$ cat src/hw/rtl/wpf_pkg.sv
`default_nettype none
package wpf_pkg;

  localparam int unsigned MaxPoints = 64;
  localparam int unsigned IdxW = $clog2(MaxPoints);
  localparam int unsigned CntW = $clog2(MaxPoints + 1);

  typedef enum logic [2:0] {
    ActClear     = 3'd0,
    ActPushFront = 3'd1,
    ActPushBack  = 3'd2,
    ActMove      = 3'd3,
    ActLength    = 3'd4
  } action_e;

  typedef struct packed {
    logic [2:0]         action;
    logic signed [31:0] point_x;
    logic signed [31:0] point_y;
    logic signed [31:0] pos_x;
    logic signed [31:0] pos_y;
    logic [31:0]        step;
  } req_t;

  typedef struct packed {
    logic signed [31:0] move_x;
    logic signed [31:0] move_y;
    logic [39:0]        path_length;
    logic [6:0]         point_count;
    logic               finished;
    logic               status;
  } rsp_t;

  // Control between the sequencer and the shared root/divide unit.
  typedef struct packed {
    logic start;
    logic is_div;
  } unit_ctl_t;

endpackage
`default_nettype wire

$ cat src/hw/rtl/wpf_unit.sv
`default_nettype none
// Shared radix-2 unit: a 70-bit restoring square root, or a 64/35 divide.
// One result bit per cycle; also squares operands with one 33x33 multiplier.
// A new start is taken while idle or in the cycle that finishes an operation.
module wpf_unit (
  input  var logic              clk_i,
  input  var logic              rst_ni,
  input  var wpf_pkg::unit_ctl_t ctl_i,
  input  var logic [32:0]       ax_i,
  input  var logic [32:0]       ay_i,
  input  var logic [63:0]       num_i,
  input  var logic [34:0]       den_i,
  output logic                  done_o,
  output logic [34:0]           root_o,
  output logic [32:0]           quot_o
);
  import wpf_pkg::*;

  typedef enum logic [4:0] {
    UIdle = 5'b00001,
    USqA  = 5'b00010,
    USqB  = 5'b00100,
    URoot = 5'b01000,
    UDiv  = 5'b10000
  } ustate_e;

  ustate_e     state_q, state_d;
  logic [5:0]  cnt_q, cnt_d;
  logic [32:0] ax_q, ay_q;
  logic [69:0] rad_q, rad_d;
  logic [71:0] rem_q, rem_d;
  logic [34:0] root_q, root_d;
  logic [63:0] num_q, num_d;
  logic [34:0] den_q;
  logic [32:0] quo_q, quo_d;
  logic [32:0] sq_op;
  logic [65:0] sq;
  logic [71:0] trial;
  logic [35:0] dtrial;
  logic [35:0] drem;

  // square one magnitude per cycle: x first, then y
  assign sq = {33'd0, sq_op} * {33'd0, sq_op};
  assign sq_op = (state_q == USqA) ? ax_q : ay_q;

  always_comb begin
    state_d = state_q;
    cnt_d   = cnt_q;
    rad_d   = rad_q;
    rem_d   = rem_q;
    root_d  = root_q;
    num_d   = num_q;
    quo_d   = quo_q;
    trial   = '0;
    dtrial  = '0;
    drem    = '0;
    case (state_q)
      UIdle: ;
      USqA: begin
        rad_d   = {4'd0, sq};
        state_d = USqB;
      end
      USqB: begin
        rad_d   = rad_q + {4'd0, sq};
        rem_d   = '0;
        root_d  = '0;
        cnt_d   = 6'd34;
        state_d = URoot;
      end
      URoot: begin
        rem_d = {rem_q[69:0], rad_q[69:68]};
        trial = {rem_q[69:0], rad_q[69:68]} - {35'd0, root_q, 2'b01};
        rad_d = {rad_q[67:0], 2'b00};
        if (!trial[71]) begin
          rem_d  = trial;
          root_d = {root_q[33:0], 1'b1};
        end else begin
          root_d = {root_q[33:0], 1'b0};
        end
        cnt_d = cnt_q - 6'd1;
        if (cnt_q == 6'd0) state_d = UIdle;
      end
      UDiv: begin
        drem   = {rem_q[34:0], num_q[63]};
        dtrial = drem - {1'b0, den_q};
        num_d  = {num_q[62:0], 1'b0};
        if (!dtrial[35]) begin
          rem_d = {36'd0, dtrial};
          quo_d = {quo_q[31:0], 1'b1};
        end else begin
          rem_d = {36'd0, drem};
          quo_d = {quo_q[31:0], 1'b0};
        end
        cnt_d = cnt_q - 6'd1;
        if (cnt_q == 6'd0) state_d = UIdle;
      end
      default: state_d = UIdle;
    endcase
    if (ctl_i.start && (state_q == UIdle || done_o)) begin
      if (ctl_i.is_div) begin
        state_d = UDiv;
        cnt_d   = 6'd63;
        num_d   = num_i;
        quo_d   = '0;
        rem_d   = '0;
      end else begin
        state_d = USqA;
      end
    end
  end

  always_ff @(posedge clk_i or negedge rst_ni) begin
    if (!rst_ni) begin
      state_q <= UIdle;
      cnt_q   <= '0;
    end else begin
      state_q <= state_d;
      cnt_q   <= cnt_d;
    end
  end

  always_ff @(posedge clk_i) begin
    if ((state_q == UIdle || done_o) && ctl_i.start) begin
      ax_q  <= ax_i;
      ay_q  <= ay_i;
      den_q <= den_i;
    end
    rad_q  <= rad_d;
    rem_q  <= rem_d;
    root_q <= root_d;
    num_q  <= num_d;
    quo_q  <= quo_d;
  end

  assign done_o = (state_q == URoot || state_q == UDiv) && cnt_q == 6'd0;
  assign root_o = root_d;
  assign quot_o = quo_d;
endmodule
`default_nettype wire

$ cat config.mk
export PLATFORM = sky130hd
export DESIGN_NAME = wpf_unit
export DESIGN_NICKNAME = d
export VERILOG_FILES = /design/src/hw/rtl/wpf_pkg.sv /design/src/hw/rtl/wpf_unit.sv
export SDC_FILE = /design/constraint.sdc
export NUM_CORES = 2
export LEC_CHECK = 0
export ABC_AREA = 1
export BUFFER_PORTS_ARGS = -buffer_cell sky130_fd_sc_hd__buf_2
export CAP_MARGIN = 40
export CORE_MARGIN = 5
export CORE_UTILIZATION = 30
export DETAILED_ROUTE_END_ITERATION = 8
export PLACE_DENSITY = 0.45
export SYNTH_ARGS = -nofsm -noshare
export SYNTH_HDL_FRONTEND = slang
export SYNTH_SLANG_ARGS = --single-unit
$ cat constraint.sdc
create_clock -name clk_i -period 18.4 [get_ports clk_i]
set_input_delay 0.92 -clock clk_i [delete_from_list [all_inputs] [get_ports clk_i]]
set_output_delay 0.92 -clock clk_i [all_outputs]
set_load 0.01 [all_outputs]
==> flow_metrics.tcl <==
set metrics [dict create \
    critPathLaunchType "flip-flop" \
    finalSetupViolations 0 \
    path_class "flip-flop to flip-flop" \
    firstDrtPassIters 6 \
    clk_latency_ns 0.68 \
    cts_root_buffer "clkbuf_16" \
    drt-initial-drc-count 3724 \
    gp_congestion 0.9647 \
    crit_top_cell "inv_1" \
    antenna_found_initial 12 \
    finalNonFillerCells 10840 \
    syn_nets 9428 \
    fin_area_um2 65170 \
    start_util 0.3017 \
    period_share 0.6675 \
    drtAntennaViolNets 0 \
    synth_top_area_share 0.2923 \
    grt_pass1_wl_mm 342.1 \
    avgRoutedWirePerCell_um 20.72 \
    drc_errors 0 \
    worst_path_max_delay_cell "fa_1" \
    cts_resized 0 \
    cts_hold_buf 0 \
    cp_top_family "adder cells" \
    async_flop_share 0.02865 \
    wl_mm 224.5 \
    hold_viol 0 \
    skew_ns 0.06469 \
    drv_slew 0 \
    syn_to_final_growth_pct 10.67 \
    core_um2 195200 \
    std_cell_rows 162 \
    io_pins 238 \
    slowest_delay_ns 0.54 \
    cap_violations 0 \
    status "finished, final reports clean" \
    synth_edf_count 171 \
    yosys_warnings 0 \
    cts_buffers 50 \
    syn-mean-instance-area_um2 7.365 \
    setup_tns_ns 0 \
    worstMarginPinSlew_ns 0.9588 \
    io_buffer_count 237 \
    track_usage 0.2180 \
    path_buf_inv 14 \
    end_kind "flip-flop" \
    period_minus_slack_ns 12.28 \
    hpwl_mm 183.2 \
    clock_sinks 384 \
    dpl_cell_area_um2 63380 \
    cp.required_ns 18.82 \
    slew_headroom 0.3608 \
    syn_inst 7996 \
    drive_gt1_frac 0.06033 \
    crit_path_max_fanout 35 \
    synth-seq-area-share 0.1606 \
    cts_tree "done" \
    clock_path_buffers 3 \
    die_area_um2 205300 \
    synthDistinctLibCells 52 \
    chipHeight_um 453.1 \
    synth_area_um2 58890 \
    htree_levels 2 \
    fillers 21210 \
    arrival_ns 12.70 \
    hold_path_class "input port to async pin" \
    grt-ovfl-total 0 \
    placed_cells 10740 \
    rsz0062_at_grt "false" \
    fin_nets 9595 \
    synth_flop_cell "dfxtp_1" \
    postCtsSetupRepairBufs 0 \
    grt_pass1_vias 54420 \
    synth_top_area_cell "fa_1" \
    vias_per_cell 4.797 \
    synth-seq-cells 384 \
    path_clk_slew_ns 0.06 \
    vias 51980 \
    synthTopCellsByArea "fa_1 (29%), inv_1 (11%), nand2_1 (11%)" \
    grt_max_degree 197 \
    finalHoldWorstSlack_ns 0.1281 \
    fmax_ghz 0.08142 \
    die-width_um 453.1 \
]
[cell usage in the layout (no fill, tap or decap), drive strengths merged, types with 14 or more instances in the layout]
cell type  count
inv         1820
nand2       1673
nor2         957
fa           860
a21oi        437
o21ai        426
ha           403
nand3        351
buf          323
dfxtp        202
edfxtp       171
clkbuf        62
nor3          56
nand4         51
xor2          49
xnor2         43
nand3b        42
o22ai         35
o21bai        32
or2           28
and2          26
a21o          22
clkinv        22
o21a          20
a21boi        19
a211oi        17
o211ai        14
[metrics by stage]
| step | setup slack (ns) | util |
|---|---|---|
| 2_1_floorplan | 9.098 | - |
| 3_3_place_gp | 6.184 | 0.3231 |
| 3_5_place_dp | 6.216 | 0.3247 |
| 4_1_cts | 6.161 | 0.3338 |
| 5_1_grt | 5.499 | 0.3338 |
| 6_report | 6.118 | 0.3339 |
[cell usage after synthesis (19+ instances only)]
library cell and n:
nor2_1 950, nand4_1 49, dfxtp_1 202, buf_2 31, edfxtp_1 171, inv_1 1797, nand3b_1 42, clkbuf_1 145
xnor2_1 43, o21a_1 20, fa_1 860, a21o_1 22, o21ai_1 77, and2_1 26, xor2_1 49, a21boi_0 19
a21oi_1 437, or2_2 27, nand3_1 349, o21ai_0 339, nand2_1 1665, ha_1 403, o21bai_1 32, nor3_1 55
o22ai_1 35
[state kept, by name, summed over array words and instances (netlist names)]
name / count
ax_q: 33
ay_q: 33
cnt_q: 6
den_q: 35
num_q: 64
quo_q: 33
rad_q: 70
rem_q: 70
root_q: 35
state_q: 5
[logic make-up after synthesis]
group	after synthesis	share of synthesized area
AOI/OAI and AO/OA	1035	0.09518
buffers and inverters	2026	0.1310
adders and majority gates	1263	0.3780
and+or+nand+nor	3196	0.2216
DFF	384	0.1606
xor gates and xnor gates	92	0.01368
[cell type report]
cell class	instances	area, um^2	share of cell area
multi-input combinational	5586	41780	0.6410
inverter	1818	6827	0.1047
antenna	6	15.01	0.0002304
clock buffer	62	1399	0.02146
sequential	384	9455	0.1451
clock inverter	32	379.1	0.005817
timing repair buffer	323	2037	0.03125
tap	2624	3283	0.05038
[routing by layer]
layer / global-route usage / part of all wire / up-vias
li1: - / - / 24810
met1: 0.2916 / 0.44 / 25350
met2: 0.3625 / 0.46 / 1484
met3: 0.02938 / 0.055 / 325
met4: 0.07503 / 0.040 / 10
met5: 0 / 0.00022 / -
[path summary, 6_finish.rpt]
path	startpoint	endpoint	slack, ns	cells past startpoint
min reg2reg	rem_q[68]	rem_q[68]	0.47	2
min in group clk_i	ay_i[31]	ay_q[31]	0.42	1
max in group asynchronous	rst_ni	state_q[0]	17.99	1
max reg2reg	state_q[0]	rad_q[62]	6.12	48
max	state_q[0]	rad_q[62]	6.12	48
min	rst_ni	state_q[4]	0.13	1
Power is left out: the tool's default activity adds up to more than one toggle a clock period on the data nets, which glitch-free logic cannot reach.
